### src/hdl/hrgbw_pkg.sv
// Shared codes, microcode word layout and control program of the HSV to RGBW LED drive.
package hrgbw_pkg;

	// Request kinds carried in the low bits of the input tuser.
	localparam logic [1:0] REQ_HSV  = 2'd0;
	localparam logic [1:0] REQ_CHAN = 2'd1;
	localparam logic [1:0] REQ_BRI  = 2'd2;

	// Channel selector codes.
	localparam logic [1:0] CH_RED   = 2'd0;
	localparam logic [1:0] CH_GREEN = 2'd1;
	localparam logic [1:0] CH_BLUE  = 2'd2;
	localparam logic [1:0] CH_WHITE = 2'd3;

	// Configuration register indexes.
	localparam int CFG_IDX_W = 2;
	localparam logic [CFG_IDX_W-1:0] REG_RED_LIMIT   = 2'd0;
	localparam logic [CFG_IDX_W-1:0] REG_GREEN_LIMIT = 2'd1;
	localparam logic [CFG_IDX_W-1:0] REG_BLUE_LIMIT  = 2'd2;

	// Input tuser: req_type then channel_sel.
	localparam int TUSER_W = 4;

	// Brightness is unsigned Q8.
	localparam int BRI_W = 9;
	localparam logic [BRI_W-1:0] BRI_FULL = 9'd256;
	localparam int BRI_SHIFT = 8;

	// Microcode step counter.
	localparam int UPC_W = 4;
	localparam logic [UPC_W-1:0] UPC_HSV  = 4'd0;
	localparam logic [UPC_W-1:0] UPC_DUTY = 4'd6;
	localparam logic [UPC_W-1:0] UPC_LAST = 4'd14;

	typedef enum logic [2:0] {A_ZERO, A_F, A_MS, A_DFS, A_DFSC, A_LVL, A_PROD} asel_t;
	typedef enum logic [2:0] {B_ZERO, B_S, B_V, B_LIM, B_BRI} bsel_t;
	typedef enum logic [2:0] {W_NONE, W_FS, W_P, W_Q, W_T, W_HSV, W_DUTY, W_WDUTY} wsel_t;
	typedef enum logic [1:0] {DSH_NONE, DSH_HUE, DSH_BRI} dsh_t;
	typedef enum logic {SEQ_NEXT, SEQ_END} seq_t;

	typedef struct packed {
		asel_t      asel;  // multiplier operand A
		bsel_t      bsel;  // multiplier operand B
		logic [1:0] ich;   // channel of the issued product
		wsel_t      wsel;  // destination of the previous product
		logic [1:0] wch;   // channel of the written duty
		dsh_t       dsh;   // scaling ahead of the divide by full scale
		seq_t       seq;
	} uop_t;

	function automatic uop_t mk_uop(asel_t a, bsel_t b, logic [1:0] ich, wsel_t w,
		logic [1:0] wch, dsh_t d, seq_t s);
		uop_t u;
		u.asel = a;
		u.bsel = b;
		u.ich  = ich;
		u.wsel = w;
		u.wch  = wch;
		u.dsh  = d;
		u.seq  = s;
		return u;
	endfunction

	// Control program. HSV runs from UPC_HSV and falls into the duty pass;
	// every other request enters at UPC_DUTY.
	function automatic uop_t uop_rom(logic [UPC_W-1:0] pc);
		uop_t u;
		case (pc)
			4'd0:  u = mk_uop(A_F,    B_S,    CH_RED,   W_NONE,  CH_RED,   DSH_NONE, SEQ_NEXT);
			4'd1:  u = mk_uop(A_MS,   B_V,    CH_RED,   W_FS,    CH_RED,   DSH_NONE, SEQ_NEXT);
			4'd2:  u = mk_uop(A_DFS,  B_V,    CH_RED,   W_P,     CH_RED,   DSH_NONE, SEQ_NEXT);
			4'd3:  u = mk_uop(A_DFSC, B_V,    CH_RED,   W_Q,     CH_RED,   DSH_HUE,  SEQ_NEXT);
			4'd4:  u = mk_uop(A_ZERO, B_ZERO, CH_RED,   W_T,     CH_RED,   DSH_HUE,  SEQ_NEXT);
			4'd5:  u = mk_uop(A_ZERO, B_ZERO, CH_RED,   W_HSV,   CH_RED,   DSH_NONE, SEQ_NEXT);
			4'd6:  u = mk_uop(A_LVL,  B_LIM,  CH_RED,   W_NONE,  CH_RED,   DSH_NONE, SEQ_NEXT);
			4'd7:  u = mk_uop(A_PROD, B_BRI,  CH_RED,   W_NONE,  CH_RED,   DSH_NONE, SEQ_NEXT);
			4'd8:  u = mk_uop(A_LVL,  B_LIM,  CH_GREEN, W_DUTY,  CH_RED,   DSH_BRI,  SEQ_NEXT);
			4'd9:  u = mk_uop(A_PROD, B_BRI,  CH_GREEN, W_NONE,  CH_RED,   DSH_NONE, SEQ_NEXT);
			4'd10: u = mk_uop(A_LVL,  B_LIM,  CH_BLUE,  W_DUTY,  CH_GREEN, DSH_BRI,  SEQ_NEXT);
			4'd11: u = mk_uop(A_PROD, B_BRI,  CH_BLUE,  W_NONE,  CH_RED,   DSH_NONE, SEQ_NEXT);
			4'd12: u = mk_uop(A_LVL,  B_BRI,  CH_WHITE, W_DUTY,  CH_BLUE,  DSH_BRI,  SEQ_NEXT);
			4'd13: u = mk_uop(A_ZERO, B_ZERO, CH_RED,   W_WDUTY, CH_WHITE, DSH_NONE, SEQ_NEXT);
			default: u = mk_uop(A_ZERO, B_ZERO, CH_RED, W_NONE,  CH_RED,   DSH_NONE, SEQ_END);
		endcase
		return u;
	endfunction

endpackage

### src/hdl/hsv_to_rgbw_led_drive.sv
// HSV to RGBW LED drive: microcoded sequencer around one shared multiplier.
//
// Converts a hue/saturation/value colour into red, green and blue levels with the
// six-sector formula, sets one channel level (white included) directly, or sets a
// global Q8 brightness that saturates at 256. After every input beat it returns one
// output beat with the four PWM duties and the stored state. Colour duty is
// level*limit*brightness/(full*256), white duty is level*brightness/256, both
// truncated. Channel, brightness and unused requests run the duty pass of the control
// program only, an HSV request runs all of it, and the last step holds while the output
// register waits on m_tready. Program length is set by the single multiplier: HSV needs
// four products, each colour duty two and the white duty one, issued one per step of
// the control program. The block takes one item at a time; s_tready is low while the
// program runs, and a result waiting in the output register does not block the next
// accept. Configuration writes are always ready and must happen while the block is
// idle; indexes beyond the blue limit are dropped. Divides by full scale use one
// add-and-compare correction on the high and low halves of the product.
module hsv_to_rgbw_led_drive #(
	parameter int LEVEL_BITS = 8,
	parameter int HUE_BITS = 16,
	localparam int IN_TW = ((HUE_BITS + 3 * LEVEL_BITS + 9 + 7) / 8) * 8,
	localparam int OUT_TW = ((8 * LEVEL_BITS + 9 + 7) / 8) * 8
) (
	input  logic                                clk,
	input  logic                                arst_n,
	// hue, saturation, intensity, channel_level, brightness_in (lowest first)
	input  logic [IN_TW-1:0]                    s_tdata,
	// req_type, channel_sel (lowest first)
	input  logic [hrgbw_pkg::TUSER_W-1:0]       s_tuser,
	input  logic                                s_tvalid,
	output logic                                s_tready,
	// red_duty, green_duty, blue_duty, white_duty, red_level, green_level,
	// blue_level, white_level, brightness_now (lowest first)
	output logic [OUT_TW-1:0]                   m_tdata,
	output logic                                m_tvalid,
	input  logic                                m_tready,
	input  logic                                cfg_valid,
	output logic                                cfg_ready,
	input  logic [hrgbw_pkg::CFG_IDX_W-1:0]     cfg_index,
	input  logic [LEVEL_BITS-1:0]               cfg_data
);
	import hrgbw_pkg::*;

	localparam int L = LEVEL_BITS;
	localparam int H = HUE_BITS;
	localparam int WA = (L + H > 2 * L) ? L + H : 2 * L;
	localparam int WB = (L > BRI_W) ? L : BRI_W;
	localparam int WP = WA + WB;
	localparam logic [L-1:0] LMAX = {L{1'b1}};
	localparam logic [L+H-1:0] D_FULL = {LMAX, {H{1'b0}}};

	// Input fields
	logic [H-1:0]     in_hue;
	logic [L-1:0]     in_sat;
	logic [L-1:0]     in_int;
	logic [L-1:0]     in_lvl;
	logic [BRI_W-1:0] in_bri;
	logic [1:0]       in_req;
	logic [1:0]       in_sel;

	assign in_hue = s_tdata[H-1:0];
	assign in_sat = s_tdata[H+L-1:H];
	assign in_int = s_tdata[H+2*L-1:H+L];
	assign in_lvl = s_tdata[H+3*L-1:H+2*L];
	assign in_bri = s_tdata[H+3*L+BRI_W-1:H+3*L];
	assign in_req = s_tuser[1:0];
	assign in_sel = s_tuser[3:2];

	// Control and architectural state
	logic             busy_q;
	logic [UPC_W-1:0] pc_q;
	logic             m_tvalid_q;
	logic [L-1:0]     lim_q [3];
	logic [L-1:0]     lvl_q [4];
	logic [BRI_W-1:0] bri_q;

	// Datapath registers
	logic [H-1:0]     h_q;
	logic [L-1:0]     s_q;
	logic [L-1:0]     v_q;
	logic [L+H-1:0]   fs_q;
	logic [L-1:0]     p_q;
	logic [L-1:0]     q_q;
	logic [L-1:0]     t_q;
	logic [WP-1:0]    prod_q;
	logic [L-1:0]     duty_q [4];
	logic [OUT_TW-1:0] m_tdata_q;

	uop_t             uop;
	logic             accept;
	logic             end_go;
	logic [H+2:0]     h6;
	logic [2:0]       sector;
	logic [L-1:0]     ms;
	logic [L-1:0]     lim_sel;
	logic [WA-1:0]    mul_a;
	logic [WB-1:0]    mul_b;
	logic [2*L-1:0]   div_y;
	logic [L:0]       div_sum;
	logic [L:0]       div_quo;
	logic [L-1:0]     quo;
	logic [BRI_W-1:0] bri_sat;

	assign uop       = uop_rom(pc_q);
	assign accept    = s_tvalid && s_tready;
	assign s_tready  = !busy_q;
	assign cfg_ready = 1'b1;
	assign m_tvalid  = m_tvalid_q;
	assign m_tdata   = m_tdata_q;
	// Load the result only when the output register is free or being emptied.
	assign end_go    = busy_q && (uop.seq == SEQ_END) && (!m_tvalid_q || m_tready);

	// Sector and fraction of the hue: hue*6 split at the turn boundary.
	assign h6     = {1'b0, h_q, 2'b00} + {2'b00, h_q, 1'b0};
	assign sector = h6[H+2:H];
	assign ms     = LMAX - s_q;

	assign bri_sat = (in_bri > BRI_FULL) ? BRI_FULL : in_bri;

	always_comb begin
		case (uop.ich)
			CH_RED:   lim_sel = lim_q[0];
			CH_GREEN: lim_sel = lim_q[1];
			CH_BLUE:  lim_sel = lim_q[2];
			default:  lim_sel = LMAX;
		endcase
	end

	// Operand select for the shared multiplier
	always_comb begin
		case (uop.asel)
			A_F:     mul_a = WA'(h6[H-1:0]);
			A_MS:    mul_a = WA'(ms);
			A_DFS:   mul_a = WA'(D_FULL - fs_q);
			A_DFSC:  mul_a = WA'(fs_q + {ms, {H{1'b0}}});
			A_LVL:   mul_a = WA'(lvl_q[uop.ich]);
			A_PROD:  mul_a = WA'(prod_q[2*L-1:0]);
			default: mul_a = '0;
		endcase
		case (uop.bsel)
			B_S:     mul_b = WB'(s_q);
			B_V:     mul_b = WB'(v_q);
			B_LIM:   mul_b = WB'(lim_sel);
			B_BRI:   mul_b = WB'(bri_q);
			default: mul_b = '0;
		endcase
	end

	// Divide by full scale: y = a*2^L + b gives a + (a + b >= full).
	always_comb begin
		case (uop.dsh)
			DSH_HUE: div_y = prod_q[H+2*L-1:H];
			DSH_BRI: div_y = prod_q[BRI_SHIFT+2*L-1:BRI_SHIFT];
			default: div_y = prod_q[2*L-1:0];
		endcase
		div_sum = {1'b0, div_y[2*L-1:L]} + {1'b0, div_y[L-1:0]};
		div_quo = {1'b0, div_y[2*L-1:L]} + {{L{1'b0}}, (div_sum >= {1'b0, LMAX})};
		quo     = div_quo[L-1:0];
	end

	// Sequencer, configuration and stored levels
	always_ff @(posedge clk or negedge arst_n) begin
		if (!arst_n) begin
			busy_q     <= 1'b0;
			pc_q       <= UPC_DUTY;
			m_tvalid_q <= 1'b0;
			lim_q[0]   <= LMAX;
			lim_q[1]   <= LMAX;
			lim_q[2]   <= LMAX;
			lvl_q[0]   <= '0;
			lvl_q[1]   <= '0;
			lvl_q[2]   <= '0;
			lvl_q[3]   <= '0;
			bri_q      <= BRI_FULL;
		end else begin
			if (cfg_valid && cfg_ready) begin
				case (cfg_index)
					REG_RED_LIMIT:   lim_q[0] <= cfg_data;
					REG_GREEN_LIMIT: lim_q[1] <= cfg_data;
					REG_BLUE_LIMIT:  lim_q[2] <= cfg_data;
					default: ;
				endcase
			end

			// Present a new result at program end, else drop the one just taken.
			if (end_go) begin
				m_tvalid_q <= 1'b1;
			end else if (m_tvalid_q && m_tready) begin
				m_tvalid_q <= 1'b0;
			end

			if (accept) begin
				busy_q <= 1'b1;
				pc_q   <= (in_req == REQ_HSV) ? UPC_HSV : UPC_DUTY;
				if (in_req == REQ_CHAN) begin
					lvl_q[in_sel] <= in_lvl;
				end
				if (in_req == REQ_BRI) begin
					bri_q <= bri_sat;
				end
			end else if (busy_q) begin
				if (uop.wsel == W_HSV) begin
					case (sector)
						3'd0: begin
							lvl_q[0] <= v_q; lvl_q[1] <= t_q; lvl_q[2] <= p_q;
						end
						3'd1: begin
							lvl_q[0] <= q_q; lvl_q[1] <= v_q; lvl_q[2] <= p_q;
						end
						3'd2: begin
							lvl_q[0] <= p_q; lvl_q[1] <= v_q; lvl_q[2] <= t_q;
						end
						3'd3: begin
							lvl_q[0] <= p_q; lvl_q[1] <= q_q; lvl_q[2] <= v_q;
						end
						3'd4: begin
							lvl_q[0] <= t_q; lvl_q[1] <= p_q; lvl_q[2] <= v_q;
						end
						default: begin
							lvl_q[0] <= v_q; lvl_q[1] <= p_q; lvl_q[2] <= q_q;
						end
					endcase
				end
				if (uop.seq == SEQ_END) begin
					// hold at the last step until the output register frees up
					if (end_go) begin
						busy_q <= 1'b0;
					end
				end else begin
					pc_q <= pc_q + 1'b1;
				end
			end
		end
	end

	// Payload and working registers
	always_ff @(posedge clk) begin
		prod_q <= mul_a * mul_b;
		if (accept) begin
			h_q <= in_hue;
			s_q <= in_sat;
			v_q <= in_int;
		end
		if (busy_q) begin
			case (uop.wsel)
				W_FS:    fs_q <= prod_q[L+H-1:0];
				W_P:     p_q  <= quo;
				W_Q:     q_q  <= quo;
				W_T:     t_q  <= quo;
				W_DUTY:  duty_q[uop.wch] <= quo;
				W_WDUTY: duty_q[3] <= prod_q[BRI_SHIFT+L-1:BRI_SHIFT];
				default: ;
			endcase
		end
		if (end_go) begin
			m_tdata_q <= OUT_TW'({bri_q, lvl_q[3], lvl_q[2], lvl_q[1], lvl_q[0],
				duty_q[3], duty_q[2], duty_q[1], duty_q[0]});
		end
	end

	// Stored brightness never exceeds full scale.
	a_bri_range: assert property (@(posedge clk) disable iff (!arst_n)
		bri_q <= BRI_FULL)
		else $error("brightness above full scale");

	// The step counter stays inside the program while it runs.
	a_pc_range: assert property (@(posedge clk) disable iff (!arst_n)
		busy_q |-> pc_q <= UPC_LAST)
		else $error("microcode step out of range");

	// Finishing the program presents a result and frees the input side.
	a_end_result: assert property (@(posedge clk) disable iff (!arst_n)
		end_go |=> (m_tvalid && s_tready))
		else $error("program end did not load the result");

	// An accepted beat always starts the program.
	a_accept_busy: assert property (@(posedge clk) disable iff (!arst_n)
		accept |=> (busy_q && (pc_q == UPC_HSV || pc_q == UPC_DUTY)))
		else $error("accept did not start the program");

endmodule
### config.mk
export PLATFORM = sky130hd
export DESIGN_NAME = hsv_to_rgbw_led_drive
export DESIGN_NICKNAME = d
export VERILOG_FILES = /design/src/hdl/hrgbw_pkg.sv /design/src/hdl/hsv_to_rgbw_led_drive.sv
export SDC_FILE = /design/constraint.sdc
export NUM_CORES = 1
export LEC_CHECK = 0
export ABC_CLOCK_PERIOD_IN_PS = 8700
export BUFFER_PORTS_ARGS = -buffer_cell sky130_fd_sc_hd__buf_2
export CAP_MARGIN = 20
export CELL_PAD_IN_SITES_DETAIL_PLACEMENT = 0
export CELL_PAD_IN_SITES_GLOBAL_PLACEMENT = 2
export CORE_MARGIN = 2
export CORE_UTILIZATION = 40
export CTS_CLUSTER_DIAMETER = 120
export CTS_CLUSTER_SIZE = 10
export DETAILED_ROUTE_END_ITERATION = 12
export PLACE_DENSITY_LB_ADDON = 0.1
export REMOVE_ABC_BUFFERS = 1
export SLEW_MARGIN = 15
export SYNTH_ARGS = -nofsm -noshare
export SYNTH_HDL_FRONTEND = slang
export SYNTH_SLANG_ARGS = --single-unit
### constraint.sdc
create_clock -name clk -period 8.7 [get_ports clk]
set_input_delay 1.305 -clock clk [delete_from_list [all_inputs] [get_ports clk]]
set_output_delay 1.305 -clock clk [all_outputs]
set_load 0.02 [all_outputs]
==> results.cfg <==
[run_status]
run_status = finished, final reports clean

[global_route]
grt_antenna_before_repair = 0
gr-total-overflow = 0
grt_pass1_wl_um = 95960
grt_max_degree = 74
grt_use_total_pct = 24.08
grt_pass1_vias = 15890

[timing]
timing.fmax_mhz = 121.9
rsz0062_at_grt = false
fin_ws_ns = 0.4937
worst_pin_slew_ns = 1.028
setup_violations = 0
finalSetupTns_ns = 0
maxSlewHeadroom_pct = 30.97
fin_worst_skew_ns = 0.04024
drv_slew = 0
hold_viol_final = 0
post-route-period-util_pct = 94.33
fin_crit_ns = 8.206

[placed_design]
globalplace.congestion = 0.9034
dp_hpwl_um = 48170
dp_slack_ns = 0.4830
portBuffers = 142

[clock_tree]
cts_setup_buffers = 0
ctsResizeCount = 0
cts_tree = yes
clk_pin_slew_ns = 0.07
clockRootBuffer = clkbuf_16
cts.sinks = 288
cts.path.max_buffers = 3
numCtsBuffers = 34
clkLatencyLatePin_ns = 0.55
htreeDepth = 2
cts-hold-fix-buffers = 0

[route]
detail_route.wl_per_cell_um = 21.74
drc_errors = 0
avgViaCountPerCell = 5.459
wirelength_um = 61530
first_iter_violations = 882
ant_nets = 0
vias = 15450
drtPass1Iterations = 6

[critical_path]
r2r_cells = 26
critPathSlowestCell = dfstp_2
cp.required_ns = 9.18
cp_max_fo = 19
cp.arrival_ns = 8.69
crit_type = reg2reg
max_stage_delay_ns = 0.75
worstSetupStartpointType = flop
worst_path_most_repeated_cell = fa_1
cp-end-kind = flop

[cells_and_area]
n_antenna_cell = 0
drive_above_1_share_pct = 17.15
nets = 2458
fill_cells = 4815
layout.area.seq_um2 = 8006
areaGrowthSynthToFinish_pct = 14.33
multi_input_area_um2 = 11040

[logic_synthesis]
yosysSeqAreaShare_pct = 39.67
synth_edf_count = 185
synth.distinct_cells = 87
synthTopCellsByCount = 229 x inv_1, 212 x nand2_1, 185 x edfxtp_1
synth_top_area_share_pct = 27.53
synthesis.area_um2 = 20180
yosys_warnings = 0
synth_ff_type = edfxtp_1
syn_inst = 1935
avgSynthCellArea_um2 = 10.43
async_flop_share_pct = 24.65
synth_area_leaders = edfxtp_1 28%, fa_1 16%, ha_1 5.6%
synth_top_cell_by_area = edfxtp_1
synth_seq_cells = 288
yosysMostFrequentCell = inv_1

[floorplanning]
io_pins = 158
start_util_pct = 40.39
die_w_um = 228.6
dieArea_um2 = 52270
die_h_um = 228.6
core_area_um2 = 49970
rows = 82

[flow_run]
max_cap_violations = 0

[min_path]
hold_depth = 0
hold_class = reg2reg
-- layer usage --
layer / part of all wire [%] / GRT usage (%)
met3: 3.8 / 2.545
met5: 0 / 0
met1: 42 / 30.87
met4: 3.0 / 7.557
met2: 51 / 42.69
-- path summary, 6_finish.rpt --
check                              from     endpoint  slack [ns]
min in group asynchronous        arst_n     bri_q[1]        0.94
max in group asynchronous        arst_n    lvl_q[11]        7.12
min                        duty_q[1][6]  m_tdata[14]        0.42
max                             pc_q[2]   prod_q[29]        0.49
min reg2reg                duty_q[1][6]  m_tdata[14]        0.42
max reg2reg                     pc_q[2]   prod_q[29]        0.49
-- sequential cells by signal (all words and copies together) (netlist names), 9 cells and up --
name     count
m_tdata     73
duty_q      32
lvl_q       32
prod_q      32
fs_q        24
lim_q       24
h_q         16
bri_q        9
-- layout by cell type (no fill, tap or decap), types with 25 or more instances in the layout --
cell | Yosys | layout
dfrtp_1 | 44 | 44
and2_1 | 27 | 27
buf_2 | 13 | 141
dfxtp_1 | 32 | 32
inv_1 | 229 | 229
nor2_1 | 169 | 168
buf_4 | 10 | 86
nand2_1 | 212 | 212
a21o_1 | 29 | 29
edfxtp_1 | 185 | 185
ha_1 | 91 | 91
a22oi_1 | 25 | 25
xnor2_1 | 40 | 40
fa_1 | 157 | 157
dfstp_2 | 27 | 27
a21oi_1 | 83 | 82
mux2_2 | 43 | 43
a31oi_1 | 26 | 26
o21ai_0 | 74 | 74
nand2b_1 | 26 | 26
clkbuf_16 | 0 | 35
-- critical path, delay by kind of cell, from the launching register on --
kind,cells,cell delay (ns)
buffers and inverters,5,0.53
DFF,1,0.75
adders and majority gates,5,2.34
muxes,1,0.40
AOI/OAI and AO/OA,10,2.83
and+or+nand+nor,4,1.11
xor gates and xnor gates,1,0.16
-- area by class of cell --
type	count	share of cell area [%]
Timing Repair Buffer	227	5.857
Inverter	230	3.742
Multi-Input combinational cell	1354	47.85
Tap cell	672	3.644
Clock buffer	58	4.170
Clock inverter	1	0.03796
Sequential cell	288	34.70
-- through the flow --
| stage | utilization (%) | hold slack, ns | area (um^2) | std cells |
|---|---|---|---|---|
| global route | 46.18 | 0.4237 | 23070 | 2830 |
| CTS | 46.16 | 0.4166 | 23070 | 2829 |
| detailed placement | 44.22 | 0.4045 | 22090 | 2770 |
| finish | 46.18 | 0.4156 | 23070 | 2830 |
| global placement | 44.22 | 0.4034 | 22090 | 2770 |
| floorplan | - | 0.4003 | 19890 | 1872 |
-- kinds of logic (layout without fill, tap and decap cells) --
kind of cell	Yosys count	after routing	share of synthesized area, %
AND/OR/NAND/NOR	552	552	12.35
AO/OA/AOI/OAI	430	430	15.15
buffers and inverters	299	516	5.834
flip-flops	288	288	39.67
adder cells (fa/ha/maj)	248	248	21.22
XOR/XNOR	65	65	2.951
multiplexers	51	51	2.796
other	2	8	0.03721
Power is left out: the tool's default activity adds up to more than one toggle a clock period on the data nets, which glitch-free logic cannot reach.
